==> src/hw/rtl/weighted_random_select_assert.svh <==
// Assertion macros for the weighted random select block.
// Expects clk_i and rst_ni in the scope of use.
`ifndef WEIGHTED_RANDOM_SELECT_ASSERT_SVH
`define WEIGHTED_RANDOM_SELECT_ASSERT_SVH

// same-cycle implication
`define WRS_ASSERT_IMPLIES(name, ante, cons, msg) \
  name: assert property (@(posedge clk_i) disable iff (!rst_ni) (ante) |-> (cons)) \
    else $error(msg);

// next-cycle implication
`define WRS_ASSERT_NEXT(name, ante, cons, msg) \
  name: assert property (@(posedge clk_i) disable iff (!rst_ni) (ante) |=> (cons)) \
    else $error(msg);

`endif

==> src/hw/rtl/wrs_pkg.sv <==
// Shared types and constants for the weighted random select block.
// No dependencies.
`default_nettype none

package wrs_pkg;

  localparam logic [1:0] MODE_CLEAR  = 2'd0;
  localparam logic [1:0] MODE_APPEND = 2'd1;
  localparam logic [1:0] MODE_SELECT = 2'd2;

  localparam int unsigned FIELD_W = 16;
  localparam int unsigned Q_DEPTH = 4;
  localparam int unsigned Q_PTR_W = 2;

  typedef enum logic [1:0] {
    CMD_CLEAR,
    CMD_APPEND,
    CMD_SELECT,
    CMD_BAD
  } cmd_e;

  typedef struct packed {
    cmd_e                 op;
    logic [FIELD_W-1:0]   weight;
    logic                 has_weight;
    logic [FIELD_W-1:0]   r1;
    logic [FIELD_W-1:0]   r2;
  } cmd_t;

  typedef struct packed {
    logic full;
    logic empty;
  } q_st_t;

endpackage

`default_nettype wire

==> src/hw/rtl/wrs_front.sv <==
// Input stage: accepts transactions, decodes the mode, pushes commands.
// Depends on wrs_pkg.
`default_nettype none

module wrs_front import wrs_pkg::*; (
  input  logic               clk_i,
  input  logic               rst_ni,
  input  logic               in_valid_i,
  output logic               in_stall_o,
  input  logic [1:0]         mode_i,
  input  logic [FIELD_W-1:0] weight_i,
  input  logic               has_weight_i,
  input  logic [FIELD_W-1:0] first_random_i,
  input  logic [FIELD_W-1:0] second_random_i,
  input  q_st_t              q_st_i,
  output logic               push_o,
  output cmd_t               cmd_o
);

  logic fe_valid_q, fe_valid_d;
  cmd_t fe_cmd_q;
  cmd_t dec_cmd;
  logic accept;

  always_comb begin
    dec_cmd.weight     = weight_i;
    dec_cmd.has_weight = has_weight_i;
    dec_cmd.r1         = first_random_i;
    dec_cmd.r2         = second_random_i;
    unique case (mode_i)
      MODE_CLEAR:  dec_cmd.op = CMD_CLEAR;
      MODE_APPEND: dec_cmd.op = CMD_APPEND;
      MODE_SELECT: dec_cmd.op = CMD_SELECT;
      default:     dec_cmd.op = CMD_BAD;
    endcase
  end

  assign push_o     = fe_valid_q && !q_st_i.full;
  assign in_stall_o = fe_valid_q && q_st_i.full;
  assign accept     = in_valid_i && !in_stall_o;
  assign fe_valid_d = accept || (fe_valid_q && !push_o);
  assign cmd_o      = fe_cmd_q;

  always_ff @(posedge clk_i or negedge rst_ni) begin
    if (!rst_ni) begin
      fe_valid_q <= 1'b0;
    end else begin
      fe_valid_q <= fe_valid_d;
    end
  end

  always_ff @(posedge clk_i) begin
    if (accept) begin
      fe_cmd_q <= dec_cmd;
    end
  end

endmodule

`default_nettype wire

==> src/hw/rtl/wrs_queue.sv <==
// Short command queue between front and back.
// Depends on wrs_pkg.
`default_nettype none

module wrs_queue import wrs_pkg::*; (
  input  logic  clk_i,
  input  logic  rst_ni,
  input  logic  push_i,
  input  cmd_t  cmd_i,
  input  logic  pop_i,
  output cmd_t  cmd_o,
  output q_st_t st_o
);

  cmd_t               slot_q [Q_DEPTH];
  logic [Q_PTR_W-1:0] wr_ptr_q, rd_ptr_q;
  logic [Q_PTR_W:0]   cnt_q, cnt_d;

  assign st_o.full  = (cnt_q == (Q_PTR_W+1)'(Q_DEPTH));
  assign st_o.empty = (cnt_q == '0);
  assign cmd_o      = slot_q[rd_ptr_q];

  always_comb begin
    cnt_d = cnt_q;
    if (push_i && !pop_i) begin
      cnt_d = cnt_q + 1'b1;
    end else if (pop_i && !push_i) begin
      cnt_d = cnt_q - 1'b1;
    end
  end

  always_ff @(posedge clk_i or negedge rst_ni) begin
    if (!rst_ni) begin
      wr_ptr_q <= '0;
      rd_ptr_q <= '0;
      cnt_q    <= '0;
    end else begin
      cnt_q <= cnt_d;
      if (push_i) begin
        wr_ptr_q <= wr_ptr_q + 1'b1;
      end
      if (pop_i) begin
        rd_ptr_q <= rd_ptr_q + 1'b1;
      end
    end
  end

  always_ff @(posedge clk_i) begin
    if (push_i) begin
      slot_q[wr_ptr_q] <= cmd_i;
    end
  end

endmodule

`default_nettype wire

==> src/hw/rtl/wrs_back.sv <==
// Execution side: entry table, weighted and uniform walks, result register.
// Depends on wrs_pkg.
`default_nettype none

module wrs_back import wrs_pkg::*; #(
  parameter int unsigned ENTRIES     = 16,
  parameter int unsigned WEIGHT_BITS = 16
) (
  input  logic       clk_i,
  input  logic       rst_ni,
  input  q_st_t      q_st_i,
  input  cmd_t       cmd_i,
  output logic       pop_o,
  output logic       idle_o,
  output logic       out_valid_o,
  input  logic       out_stall_i,
  output logic [3:0] entry_index_o,
  output logic       valid_res_o
);

  localparam int unsigned IDX_W = $clog2(ENTRIES);
  localparam int unsigned CNT_W = $clog2(ENTRIES + 1);
  localparam int unsigned SUM_W = WEIGHT_BITS + CNT_W;
  localparam int unsigned CMP_W = SUM_W + FIELD_W;

  typedef enum logic [4:0] {
    ST_IDLE  = 5'b00001,
    ST_WALK1 = 5'b00010,
    ST_PICK  = 5'b00100,
    ST_WALK2 = 5'b01000,
    ST_EMIT  = 5'b10000
  } state_e;

  state_e state_q, state_d;

  logic [WEIGHT_BITS:0] mem [ENTRIES];
  logic [WEIGHT_BITS:0] rdata_q;
  logic [IDX_W-1:0]     rd_addr, wr_addr;
  logic [WEIGHT_BITS:0] wr_data;
  logic                 wr_en;

  logic [CNT_W-1:0]   count_q, count_d;
  logic [CNT_W-1:0]   issue_q, issue_d;
  logic [IDX_W-1:0]   didx_q, didx_d;
  logic [SUM_W-1:0]   sum_q, sum_d;
  logic [CNT_W-1:0]   unw_q, unw_d;
  logic [CNT_W-1:0]   seen_q, seen_d;
  logic [CNT_W-1:0]   pick_q, pick_d;
  logic [FIELD_W-1:0] r1_q, r1_d, r2_q, r2_d;
  logic [IDX_W-1:0]   res_idx_q, res_idx_d;
  logic               res_ok_q, res_ok_d;

  logic               out_valid_q, out_valid_d;
  logic [3:0]         out_idx_q;
  logic               out_ok_q;
  logic               out_load;
  logic               out_free;

  logic                     mark;
  logic                     last;
  logic [CMP_W-1:0]         lhs, rhs;
  logic [CNT_W+FIELD_W-1:0] prod;
  logic [CNT_W-1:0]         pick_raw;

  assign out_free      = !out_valid_q || !out_stall_i;
  assign mark          = rdata_q[WEIGHT_BITS];
  assign last          = (CNT_W'(didx_q) == (count_q - 1'b1));
  assign lhs           = CMP_W'({r1_q, {WEIGHT_BITS{1'b0}}});
  assign rhs           = {sum_q + SUM_W'(rdata_q[WEIGHT_BITS-1:0]), {FIELD_W{1'b0}}};
  assign prod          = CNT_W'(unw_q) * r2_q;
  assign pick_raw      = prod[CNT_W+FIELD_W-1:FIELD_W];
  assign idle_o        = (state_q == ST_IDLE);
  assign out_valid_o   = out_valid_q;
  assign entry_index_o = out_idx_q;
  assign valid_res_o   = out_ok_q;

  always_comb begin
    state_d     = state_q;
    count_d     = count_q;
    issue_d     = issue_q;
    didx_d      = didx_q;
    sum_d       = sum_q;
    unw_d       = unw_q;
    seen_d      = seen_q;
    pick_d      = pick_q;
    r1_d        = r1_q;
    r2_d        = r2_q;
    res_idx_d   = res_idx_q;
    res_ok_d    = res_ok_q;
    rd_addr     = '0;
    wr_en       = 1'b0;
    wr_addr     = count_q[IDX_W-1:0];
    wr_data     = {cmd_i.has_weight, WEIGHT_BITS'(cmd_i.weight)};
    pop_o       = 1'b0;
    out_load    = 1'b0;
    out_valid_d = out_valid_q && out_stall_i;

    // keep the read pipeline one entry ahead during the walks
    if ((state_q == ST_WALK1 || state_q == ST_WALK2) && (issue_q < count_q)) begin
      rd_addr = issue_q[IDX_W-1:0];
      didx_d  = issue_q[IDX_W-1:0];
      issue_d = issue_q + 1'b1;
    end

    unique case (state_q)
      ST_IDLE: begin
        if (!q_st_i.empty) begin
          pop_o     = 1'b1;
          res_idx_d = '0;
          res_ok_d  = 1'b0;
          state_d   = ST_EMIT;
          unique case (cmd_i.op)
            CMD_CLEAR: begin
              count_d  = '0;
              res_ok_d = 1'b1;
            end
            CMD_APPEND: begin
              if (count_q < CNT_W'(ENTRIES)) begin
                wr_en     = 1'b1;
                count_d   = count_q + 1'b1;
                res_idx_d = count_q[IDX_W-1:0];
                res_ok_d  = 1'b1;
              end
            end
            CMD_SELECT: begin
              r1_d  = cmd_i.r1;
              r2_d  = cmd_i.r2;
              sum_d = '0;
              unw_d = '0;
              if (count_q != '0) begin
                rd_addr = '0;
                didx_d  = '0;
                issue_d = CNT_W'(1);
                state_d = ST_WALK1;
              end
            end
            default: begin
              res_ok_d = 1'b0;
            end
          endcase
        end
      end
      ST_WALK1: begin
        if (mark) begin
          sum_d = sum_q + SUM_W'(rdata_q[WEIGHT_BITS-1:0]);
          if (lhs < rhs) begin
            res_idx_d = didx_q;
            res_ok_d  = 1'b1;
            state_d   = ST_EMIT;
          end else if (last) begin
            state_d = ST_PICK;
          end
        end else begin
          unw_d = unw_q + 1'b1;
          if (last) begin
            state_d = ST_PICK;
          end
        end
      end
      ST_PICK: begin
        if (unw_q == '0) begin
          res_idx_d = '0;
          res_ok_d  = 1'b0;
          state_d   = ST_EMIT;
        end else begin
          pick_d  = (pick_raw >= unw_q) ? (unw_q - 1'b1) : pick_raw;
          seen_d  = '0;
          rd_addr = '0;
          didx_d  = '0;
          issue_d = CNT_W'(1);
          state_d = ST_WALK2;
        end
      end
      ST_WALK2: begin
        if (!mark && (seen_q == pick_q)) begin
          res_idx_d = didx_q;
          res_ok_d  = 1'b1;
          state_d   = ST_EMIT;
        end else begin
          if (!mark) begin
            seen_d = seen_q + 1'b1;
          end
          if (last) begin
            res_idx_d = '0;
            res_ok_d  = 1'b0;
            state_d   = ST_EMIT;
          end
        end
      end
      ST_EMIT: begin
        if (out_free) begin
          out_load    = 1'b1;
          out_valid_d = 1'b1;
          state_d     = ST_IDLE;
        end
      end
      default: begin
        state_d = ST_IDLE;
      end
    endcase
  end

  always_ff @(posedge clk_i or negedge rst_ni) begin
    if (!rst_ni) begin
      state_q     <= ST_IDLE;
      count_q     <= '0;
      out_valid_q <= 1'b0;
    end else begin
      state_q     <= state_d;
      count_q     <= count_d;
      out_valid_q <= out_valid_d;
    end
  end

  always_ff @(posedge clk_i) begin
    issue_q   <= issue_d;
    didx_q    <= didx_d;
    sum_q     <= sum_d;
    unw_q     <= unw_d;
    seen_q    <= seen_d;
    pick_q    <= pick_d;
    r1_q      <= r1_d;
    r2_q      <= r2_d;
    res_idx_q <= res_idx_d;
    res_ok_q  <= res_ok_d;
    if (out_load) begin
      out_idx_q <= 4'(res_idx_q);
      out_ok_q  <= res_ok_q;
    end
  end

  always_ff @(posedge clk_i) begin
    if (wr_en) begin
      mem[wr_addr] <= wr_data;
    end
    rdata_q <= mem[rd_addr];
  end

endmodule

`default_nettype wire

==> src/hw/rtl/weighted_random_select.sv <==
// Clear, append and unknown modes pass the front register, the queue, the back end and its
// result register. Select walks the table one entry per cycle through the table memory
// read port, in up to two passes (weighted, then uniform), with a pick step between them.
// The back end takes one command at a time and pops the next only when idle; a 4-deep
// queue decouples input. Reset empties the table.
// Top level of the weighted random select block; depends on wrs_pkg, wrs_front,
// wrs_queue, wrs_back and the assertion macros.
`default_nettype none

`include "weighted_random_select_assert.svh"

module weighted_random_select import wrs_pkg::*; #(
  parameter int unsigned ENTRIES     = 16,
  parameter int unsigned WEIGHT_BITS = 16
) (
  input  logic               clk_i,
  input  logic               rst_ni,
  input  logic               in_valid_i,
  output logic               in_stall_o,
  input  logic [1:0]         mode_i,
  input  logic [FIELD_W-1:0] weight_i,
  input  logic               has_weight_i,
  input  logic [FIELD_W-1:0] first_random_i,
  input  logic [FIELD_W-1:0] second_random_i,
  output logic               out_valid_o,
  input  logic               out_stall_i,
  output logic [3:0]         entry_index_o,
  output logic               valid_res_o
);

  logic  push, pop, back_idle;
  cmd_t  fe_cmd, q_cmd;
  q_st_t q_st;

  wrs_front u_front (
    .clk_i          (clk_i),
    .rst_ni         (rst_ni),
    .in_valid_i     (in_valid_i),
    .in_stall_o     (in_stall_o),
    .mode_i         (mode_i),
    .weight_i       (weight_i),
    .has_weight_i   (has_weight_i),
    .first_random_i (first_random_i),
    .second_random_i(second_random_i),
    .q_st_i         (q_st),
    .push_o         (push),
    .cmd_o          (fe_cmd)
  );

  wrs_queue u_queue (
    .clk_i (clk_i),
    .rst_ni(rst_ni),
    .push_i(push),
    .cmd_i (fe_cmd),
    .pop_i (pop),
    .cmd_o (q_cmd),
    .st_o  (q_st)
  );

  wrs_back #(
    .ENTRIES    (ENTRIES),
    .WEIGHT_BITS(WEIGHT_BITS)
  ) u_back (
    .clk_i        (clk_i),
    .rst_ni       (rst_ni),
    .q_st_i       (q_st),
    .cmd_i        (q_cmd),
    .pop_o        (pop),
    .idle_o       (back_idle),
    .out_valid_o  (out_valid_o),
    .out_stall_i  (out_stall_i),
    .entry_index_o(entry_index_o),
    .valid_res_o  (valid_res_o)
  );

  `WRS_ASSERT_IMPLIES(a_no_push_full, push, !q_st.full, "push into full queue")
  `WRS_ASSERT_IMPLIES(a_no_pop_empty, pop, !q_st.empty && back_idle, "bad queue pop")
  `WRS_ASSERT_NEXT(a_pop_busy, pop, !back_idle, "back end idle after pop")
  `WRS_ASSERT_IMPLIES(a_fail_index, out_valid_o && !valid_res_o, entry_index_o == 4'd0,
    "failed result with nonzero index")

endmodule

`default_nettype wire

==> config.mk <==
export PLATFORM = sky130hd
export DESIGN_NAME = weighted_random_select
export DESIGN_NICKNAME = d
export VERILOG_FILES = /design/src/hw/rtl/wrs_pkg.sv /design/src/hw/rtl/wrs_front.sv /design/src/hw/rtl/wrs_queue.sv /design/src/hw/rtl/wrs_back.sv /design/src/hw/rtl/weighted_random_select.sv
export VERILOG_INCLUDE_DIRS = /design/src /design/src/hw/rtl
export SDC_FILE = /design/constraint.sdc
export NUM_CORES = 1
export LEC_CHECK = 0
export ABC_AREA = 0
export BUFFER_PORTS_ARGS = -buffer_cell sky130_fd_sc_hd__clkbuf_2
export CAP_MARGIN = 20
export CELL_PAD_IN_SITES_DETAIL_PLACEMENT = 1
export CELL_PAD_IN_SITES_GLOBAL_PLACEMENT = 1
export CORE_AREA = 5 5 244 246
export CTS_CLUSTER_SIZE = 20
export DETAILED_ROUTE_END_ITERATION = 8
export DIE_AREA = 0 0 249 251
export HOLD_SLACK_MARGIN = 0.05
export PLACE_DENSITY = 0.74
export SYNTH_ARGS = -nofsm -noshare
export SYNTH_HDL_FRONTEND = slang
export SYNTH_SLANG_ARGS = --single-unit
==> constraint.sdc <==
create_clock -name clk_i -period 8.9 [get_ports clk_i]
set_input_delay 1.78 -clock clk_i [delete_from_list [all_inputs] [get_ports clk_i]]
set_output_delay 1.78 -clock clk_i [all_outputs]
set_load 0.03 [all_outputs]
==> metrics.csv, run 1 <==
metric,value,unit
clkPwrFrac,0.255,
final_common_cell,edfxtp_1,
grt_pass1_wl,103,mm
crit_path_start_kind,flip-flop,
min_to,u_back.entry_index_o[1],
fin_ws,2.36,ns
synth-seq-cells,650,
antenna_cells,0,
end_kind,flip-flop,
cts_root_buf,clkbuf_16,
drc,0,
cts_resized,0,
wl_per_cell,24.1,um
switching_share,0.344,
critical_path_class,flip-flop to flip-flop,
fmax,0.153,GHz
antenna_found_initial,1,
syn2layout_area_growth,12.1,%
hold_viol_final,0,
drive_above_1_share,0.147,
ir_drop,0.196,mV
ys_warn_count,0,
drv_slew,0,
ys_seq_area_frac,0.677,
worstReg2RegEnd,u_back.pick_q[2],
worstPathRequired,9.26,ns
cp_max_fo,23,
rows,88,
cts_made_buffers,69,
internal_power,7.45,mW
synth_cells,1815,
period_share,0.734,
switching_power,3.90,mW
synth_area_per_cell,15.6,um2
gr-total-overflow,0,
synth_area,28300,um2
hold_path.class,flip-flop to flip-flop,
hpwl,40.4,mm
tns,0,ns
met1_length,28.1,mm
start_util,0.496,
drv_cap,0,
min-delay-start,u_back.res_idx_q[1],
rsz0062_at_grt,false,
ctsLongestPathBuffers,3,
wl_met2,32.6,mm
worstMarginPinSlew,1.09,ns
min_period,6.54,ns
pre_cts_ws,2.38,ns
cts_tree,done,
routabilityCongestion,0.799,
firstDrtPassIters,4,
async_flop_share,0.0292,
die-area,62500,um2
die_w,249,um
ys.flop_type,edfxtp_1,
p_seq_frac,0.399,
n_fill_cell,5298,
wl,65.3,mm
fin_worst_skew,0.0222,ns
pin_count,62,
worst-r2r-setup-slack,2.36,ns
r2r-start,u_back.unw_q[2],
path_clk_slew,0.06,ns
yosysUniqueCellTypes,65,
vias,15800,
final_cell_mix,"edfxtp_1 (605), nand2_1 (98), a31oi_1 (88), ha_1 (81), inv_1 (74)",
status,finished clean,
cts_setup_buffers,0,
grt_pass1_vias,17200,
port-buffer-count,61,
reg2reg_depth,20,
critPathArrivalTime,6.90,ns
first_iter_violations,1243,
topRoutingLayerUsed,met4,
final_antenna_net_count,0,
slew_headroom,0.273,
clk_latency,0.62,ns
nets,2070,
gr-usage-all-layers,0.209,
syn_nets,1995,
grt_max_degree,89,
cts_sinks,650,
htree_levels,3,
cellPowerDensity,357,nW/um2
cts-hold-fix-buffers,0,
pwr-share-comb,0.346,
vias_per_cell,5.84,
p_leak,11.4,nW
fp.dieH,251,um
setup_violations,0,
routed-wl-met3,3.11,mm
core_region_area,57100,um2
holdPathStages,0,
synth-edff-count,605,
## synthesized netlist by cell type (all sizes together), types with 14 or more instances
library cell  instances  area share
a221o                17      0.0060
nor2                 59      0.0078
inv                  74      0.0098
and3                 40      0.0088
dfxtp                26       0.018
o21ai                25      0.0044
mux2i                59       0.021
nand3                15      0.0027
xor2                 23      0.0071
buf                  24      0.0064
mux4                 51       0.041
mux2                 19      0.0076
xnor2                25      0.0077
fa                   43       0.030
a31oi                88       0.019
edfxtp              605        0.64
nor3                 14      0.0027
and2                 70       0.015
a21o                 17      0.0045
clkbuf               65      0.0086
a21oi                35      0.0066
ha                   82       0.036
nand2                99       0.013
a211oi               55       0.015
nor2b                74       0.016
dfrtp                18       0.016
## registers in the layout, indices dropped and copies added, names as in the netlist, 16 cells and up
name / flops
u_back.rdata_q: 17
u_back.r1_q: 16
u_queue.slot_q: 204
u_back.sum_q: 21
u_back.mem: 272
u_back.r2_q: 16
u_front.cmd_o: 51
## through the flow
step / total power [mW] / cells / area, um2 / utilization / hold slack (ns)
after CTS: 11.5 / 2712 / 31800 / 0.556 / 0.422
after global placement: 8.25 / 2584 / 29400 / 0.515 / 0.407
final: 11.3 / 2712 / 31800 / 0.556 / 0.419
after global routing: 12.1 / 2712 / 31800 / 0.556 / 0.430
after floorplan: 7.31 / 1815 / 28300 / - / 0.400
after detailed placement: 8.50 / 2584 / 29400 / 0.515 / 0.407
## routing by layer
layer / global-route usage / vias to the layer above
li1: - / 7091
met1: 0.285 / 8240
met2: 0.357 / 408
met3: 0.0295 / 107
met4: 0.0612 / 0
met5: 0 / -
## final cells by class
type	count	area, um2	area share
flip-flops and latches	650	19200	0.604
multi-input cells	1002	8500	0.268
clock buffers	88	1870	0.0589
well taps	765	957	0.0301
repair buffers	93	546	0.0172
clock inverters	40	435	0.0137
inverters	74	278	0.00875
## power groups by stage
stage	combinational, mW	sequential, mW	clock, mW
detailed placement	3.92	4.58	0
global placement	3.71	4.54	0
finish	3.93	4.52	2.90
global route	4.41	4.57	3.10
CTS	3.97	4.53	2.96
floorplan	2.89	4.42	0
## cell families after synthesis
group,synth area share
AO/OA/AOI/OAI,0.0698
AND/OR/NAND/NOR,0.0783
adder cells (fa/ha/maj),0.0666
buffers and inverters,0.0248
multiplexers,0.0690
XOR/XNOR,0.0148
flip-flops,0.677
## how the worst max path moves through the flow
stage,from,to,slack [ns],cells past startpoint
4_1_cts,u_back.unw_q[2],u_back.pick_q[2],2.35,20
6_report,u_back.unw_q[2],u_back.pick_q[2],2.36,20
5_1_grt,u_back.unw_q[2],u_back.pick_q[2],1.97,20
3_5_place_dp,u_back.unw_q[2],u_back.pick_q[2],2.38,20
3_3_place_gp,u_back.unw_q[2],u_back.pick_q[2],2.62,20
2_1_floorplan,u_back.unw_q[2],u_back.pick_q[2],2.92,22
## critical path, cell delays in order, from the launching register on
cell and delay (ns):
edfxtp_1 0.86, and2_1 0.25, fa_1 0.44, fa_1 0.54, inv_1 0.06, fa_1 0.54
inv_1 0.05, ha_1 0.29, and3_1 0.19, a221o_1 0.34, a21oi_1 0.15, o21ai_0 0.13
a21oi_1 0.21, xor2_1 0.23, ha_1 0.27, nand2b_1 0.14, a21o_1 0.18, a21o_1 0.17
a21o_1 0.17, a21oi_1 0.66, mux2_2 0.41
Note: power is estimated with default switching activity, not from simulation.
==> inputs of run 2 (changes only) <==
==> constraint.sdc (replaced) <==
create_clock -name clk_i -period 6.8 [get_ports clk_i]
set_input_delay 1.36 -clock clk_i [delete_from_list [all_inputs] [get_ports clk_i]]
set_output_delay 1.36 -clock clk_i [all_outputs]
set_load 0.03 [all_outputs]
==> run 2 against run 1 <==
Net effect: non-clock buffer count grew 4; first-iteration DRC count up 0.64%; critical endpoint unchanged; largest power group unchanged; wire length decreased by 1.6%.
==> metrics.csv, run 2 (synthesis results as in run 1) <==
metric,value,unit,change
gr-usage-all-layers,0.204,,-0.00517
rsz0062_at_grt,false,,
worstReg2RegEnd,u_back.pick_q[2],,
holdPathStages,0,,unchanged
ctsLongestPathBuffers,3,,unchanged
worst-r2r-setup-slack,0.71,ns,-1.66 ns
crit_path_start_kind,flip-flop,,
critPathArrivalTime,6.44,ns,-0.46 ns
vias,15700,,-0.69%
path_clk_slew,0.06,ns,about the same
final_cell_mix,"edfxtp_1 (605), nand2_1 (98), a31oi_1 (88), ha_1 (81), inv_1 (74)",,
port-buffer-count,61,,unchanged
critical_path_class,flip-flop to flip-flop,,
start_util,0.496,,unchanged
reg2reg_depth,21,,+5.0%
final_antenna_net_count,0,,unchanged
slowest_delay,0.84,ns,-0.02 ns
pre_cts_ws,0.724,ns,-1.66 ns
drv_cap,0,,unchanged
p_leak,11.4,nW,about the same
core_region_area,57100,um2,unchanged
cts_setup_buffers,0,,unchanged
antenna_found_initial,0,,-1
cts_tree,done,,
wl_per_cell,23.7,um,-1.5%
clk_latency,0.61,ns,about the same
grt_pass1_wl,99.9,mm,-2.8%
drive_above_1_share,0.149,,+0.00133
stdcell_area,31800,um2,about the same
crit_slowest_cell,edfxtp_1,,
min-delay-start,u_back.res_idx_q[1],,
min_to,u_back.entry_index_o[1],,
die_w,249,um,unchanged
setup_violations,0,,unchanged
vias_per_cell,5.81,,-0.55%
firstDrtPassIters,5,,+1
syn2layout_area_growth,12.2,%,about the same
ir_drop,0.344,mV,+76%
grt_max_degree,91,,+2.2%
fin_worst_skew,0.0321,ns,+0.00983 ns
dpl_cell_area,29500,um2,about the same
first_iter_violations,1251,,+0.64%
gr-total-overflow,0,,unchanged
worstMarginPinSlew,1.16,ns,+0.0661 ns
antenna_cells,0,,unchanged
busiest_layer,met2,,
cts_root_buf,clkbuf_16,,
tns,0,ns,unchanged
grt_pass1_vias,16900,,-1.6%
hold_viol_final,0,,unchanged
cts_resized,0,,unchanged
largest_register,u_back.mem,,
nets,2074,,+0.19%
cp_num_cells,21,,+5.0%
die-area,62500,um2,unchanged
crit_chain,and2_1 -> fa_1 -> fa_1 -> inv_1 -> fa_1 -> inv_1 -> ha_1 -> and3_1 -> a221o_1 -> a21oi_1 -> o21ai_0 -> a21oi_1 -> xor2_1 -> ha_1 -> nand2b_1 -> a21o_1 -> a21o_1 -> a21o_1 -> a21oi_1 -> buf_4 -> mux2_2,,
hold_path.class,flip-flop to flip-flop,,
pin_count,62,,unchanged
largest_reg_flops,272,,unchanged
cts_made_buffers,69,,unchanged
rows,88,,unchanged
met1_usage,0.286,,+0.000743
final_common_cell,edfxtp_1,,
cp_max_fo,23,,unchanged
slew_headroom,0.229,,-0.0441
status,finished clean,,
grt.met2_usage,0.339,,-0.0173
cts-hold-fix-buffers,0,,unchanged
path_buf_inv,3,,+1
r2r-start,u_back.unw_q[2],,
fmax,0.164,GHz,+7.2%
htree_levels,3,,unchanged
end_kind,flip-flop,,
drv_slew,0,,unchanged
cts_sinks,650,,unchanged
critPathTopFamily,adder cells,,
min_period,6.09,ns,-0.441 ns
cellPowerDensity,465,nW/um2,+30%
drc,0,,unchanged
routabilityCongestion,0.792,,-0.91%
grt_use_met3,0.0354,,+0.00590
period_share,0.896,,+0.162
fin_ws,0.706,ns,-1.66 ns
fp.dieH,251,um,unchanged
wl,64.2,mm,-1.6%
hpwl,38.7,mm,-4.1%
worstPathRequired,7.15,ns,-2.11 ns
## run 2: cell count changes in the layout (fill, tap and decap cells not counted), moves of 2 or more
cell / delta
inv_16: -2
clkinvlp_4: -2
clkbuf_8: -2
clkbuf_1: -6
buf_16: +2
buf_12: +2
## run 2: power by group
part,internal (mW),switching (mW)
sequential,5.53,0.409
combinational,2.03,3.11
clock,2.16,1.53
## run 2: how the worst max path moves through the flow
stage	from	end	slack, ns
floorplan	u_back.unw_q[2]	u_back.pick_q[2]	0.82
global placement	u_back.unw_q[2]	u_back.pick_q[2]	0.88
detailed placement	u_back.unw_q[2]	u_back.pick_q[2]	0.72
CTS	u_back.unw_q[2]	u_back.pick_q[2]	0.68
global route	u_back.unw_q[2]	u_back.pick_q[2]	0.39
finish	u_back.unw_q[2]	u_back.pick_q[2]	0.71
## run 2: stage by stage
| stage | utilization | instances | hold slack, ns | power (mW) |
|---|---|---|---|---|
| after global placement | 0.516 | 2585 | 0.406 | 10.8 |
| after CTS | 0.555 | 2705 | 0.420 | 14.9 |
| after global routing | 0.556 | 2708 | 0.424 | 15.7 |
| after detailed placement | 0.516 | 2585 | 0.406 | 11.1 |
| after floorplan | - | 1815 | 0.400 | 9.56 |
| final | 0.556 | 2708 | 0.417 | 14.8 |
## run 2: layout make-up
| class | count | area (um2) |
|---|---|---|
| Fill cell | 5303 | 25400 |
| Sequential cell | 650 | 19200 |
| Multi-Input combinational cell | 1002 | 8500 |
| Clock buffer | 80 | 1820 |
| Tap cell | 765 | 957 |
| Timing Repair Buffer | 97 | 641 |
| Clock inverter | 40 | 407 |
| Inverter | 74 | 278 |
## run 2: metal layers
metal  vias to the layer above  part of all wire
li1                       7090                 -
met1                      8162              0.44
met2                       405              0.48
met3                        79             0.056
met4                         0             0.018
met5                         -                 0
==> inputs of run 3 (changes only) <==
==> constraint.sdc (replaced) <==
create_clock -name clk_i -period 7 [get_ports clk_i]
set_input_delay 1.4 -clock clk_i [delete_from_list [all_inputs] [get_ports clk_i]]
set_output_delay 1.4 -clock clk_i [all_outputs]
set_load 0.03 [all_outputs]
==> run 3 against run 2 <==
Net effect: worst hold slack improved by 0.0019 ns; total power down 3.9%; count of clock-buffer cells in the layout up 7; combinational power is 2% lower; setup slack worse by 0.0028 ns; die area unchanged; sequential share of layout area is 0.42 points higher; highest routed layer unchanged.
==> metrics.csv, run 3 (synthesis results as in run 1) <==
metric,value,unit,change
status,finished clean,,
first_iter_violations,1033,,-17%
critical_path_class,flip-flop to flip-flop,,
grt_pass1_vias,17200,,+1.7%
htree_levels,3,,unchanged
r2r-start,u_back.unw_q[2],,
rsz0062_at_grt,false,,
cp_max_fo,23,,unchanged
cts_sinks,650,,unchanged
cts_made_buffers,68,,-1.4%
syn2layout_area_growth,11.4,%,
clk_latency,0.61,ns,about the same
cts-hold-fix-buffers,0,,unchanged
dpl_cell_area,29500,um2,about the same
critPathArrivalTime,6.64,ns,+0.20 ns
cts_tree,done,,
gr-total-overflow,0,,unchanged
power,14.2,mW,-3.9%
wl,64.5,mm,+0.42%
drive_above_1_share,0.145,,-0.00389
worstReg2RegEnd,u_back.pick_q[2],,
hold_path.class,flip-flop to flip-flop,,
tns,0,ns,unchanged
final_cell_mix,"edfxtp_1 (605), nand2_1 (98), a31oi_1 (88), ha_1 (81), inv_1 (74)",,
hpwl,40.6,mm,+4.8%
drv_cap,0,,unchanged
port-buffer-count,61,,unchanged
crit_path_end,u_back.pick_q[2],,
grt_max_degree,103,,+13%
pin_count,62,,unchanged
vias_per_cell,5.77,,-0.75%
ctsLongestPathBuffers,3,,unchanged
slew_headroom,0.260,,+0.0309
setup_violations,0,,unchanged
cts_root_buf,clkbuf_16,,
min_period,6.30,ns,+0.203 ns
core_region_area,57100,um2,unchanged
crit_path_start_kind,flip-flop,,
reg2reg_depth,20,,-4.8%
drv_slew,0,,unchanged
worstPathRequired,7.34,ns,+0.19 ns
worst-r2r-setup-slack,0.70,ns,about the same
cellPowerDensity,450,nW/um2,-3.2%
cts_setup_buffers,0,,unchanged
end_kind,flip-flop,,
rows,88,,unchanged
fmax,0.159,GHz,-3.2%
dp.cells,2585,,unchanged
nets,2070,,-0.19%
finalNonFillerCells,2705,,-0.11%
hold-worst-slack,0.419,ns,+0.00188 ns
largest_register,u_back.mem,,
hold_viol_final,0,,unchanged
die-area,62500,um2,unchanged
pre_cts_ws,0.406,ns,-0.317 ns
fin_ws,0.703,ns,-0.00281 ns
grt_pass1_wl,101,mm,+0.98%
die_w,249,um,unchanged
firstDrtPassIters,5,,unchanged
critPathLaunch,u_back.unw_q[2],,
final_common_cell,edfxtp_1,,
p_leak,11.3,nW,-0.82%
period_share,0.900,,+0.00337
wl_per_cell,23.8,um,+0.53%
largest_reg_flops,272,,unchanged
path_clk_slew,0.06,ns,about the same
antenna_found_initial,0,,unchanged
worstMarginPinSlew,1.11,ns,-0.0464 ns
start_util,0.496,,unchanged
fin_worst_skew,0.0324,ns,+0.000282 ns
antenna_cells,0,,unchanged
gr-usage-all-layers,0.207,,+0.00250
routabilityCongestion,0.815,,+2.9%
cts_resized,0,,unchanged
drc,0,,unchanged
vias,15600,,-0.86%
stdcell_area,31600,um2,-0.69%
fp.dieH,251,um,unchanged
ir_drop,0.259,mV,-25%
finish.utilization,0.552,,-0.00383
final_antenna_net_count,0,,unchanged
run 3: layer usage:
metal,vias to the layer above,part of all wire,routed length (um),GRT usage
li1,7081,-,-,-
met1,8113,0.43,27900,0.276
met2,322,0.50,32600,0.359
met3,84,0.043,2760,0.0300
met4,0,0.020,1290,0.0566
met5,-,0,0,0
run 3: how the worst min path moves through the flow:
stage	endpoint	start	cells after the start
2_1_floorplan	u_back.entry_index_o[0]	u_back.res_idx_q[0]	0
3_3_place_gp	u_back.entry_index_o[0]	u_back.res_idx_q[0]	0
3_5_place_dp	u_back.entry_index_o[0]	u_back.res_idx_q[0]	0
4_1_cts	u_back.entry_index_o[1]	u_back.res_idx_q[1]	0
5_1_grt	u_back.entry_index_o[1]	u_back.res_idx_q[1]	0
6_report	u_back.entry_index_o[1]	u_back.res_idx_q[1]	0
run 3: where the power goes:
part | internal [mW] | switching, mW | total, mW
Combinational | 1.94 | 3.09 | 5.03
Clock | 1.97 | 1.44 | 3.41
Sequential | 5.37 | 0.389 | 5.76
run 3: critical path, cell delays in order (launching register included):
cell and delay (ns):
edfxtp_1 0.86, and2_1 0.25, fa_1 0.45, fa_1 0.55, inv_1 0.06, fa_1 0.54, inv_1 0.05, ha_1 0.31
and3_1 0.19, a221o_1 0.34, a21oi_1 0.15, o21ai_0 0.13, a21oi_1 0.20, xor2_1 0.21, ha_1 0.26, nand2b_1 0.15
a21o_1 0.19, a21o_1 0.18, a21o_1 0.18, a21oi_2 0.42, mux2_2 0.39
run 3: area by class of cell:
cell class                 instances  area, um2
sequential                       650      19200
clock inverter                    33        258
clock buffer                      87       1840
timing repair buffer              94        553
multi-input combinational       1002       8500
inverter                          74        278
fill                            5328      25600
tap                              765        957
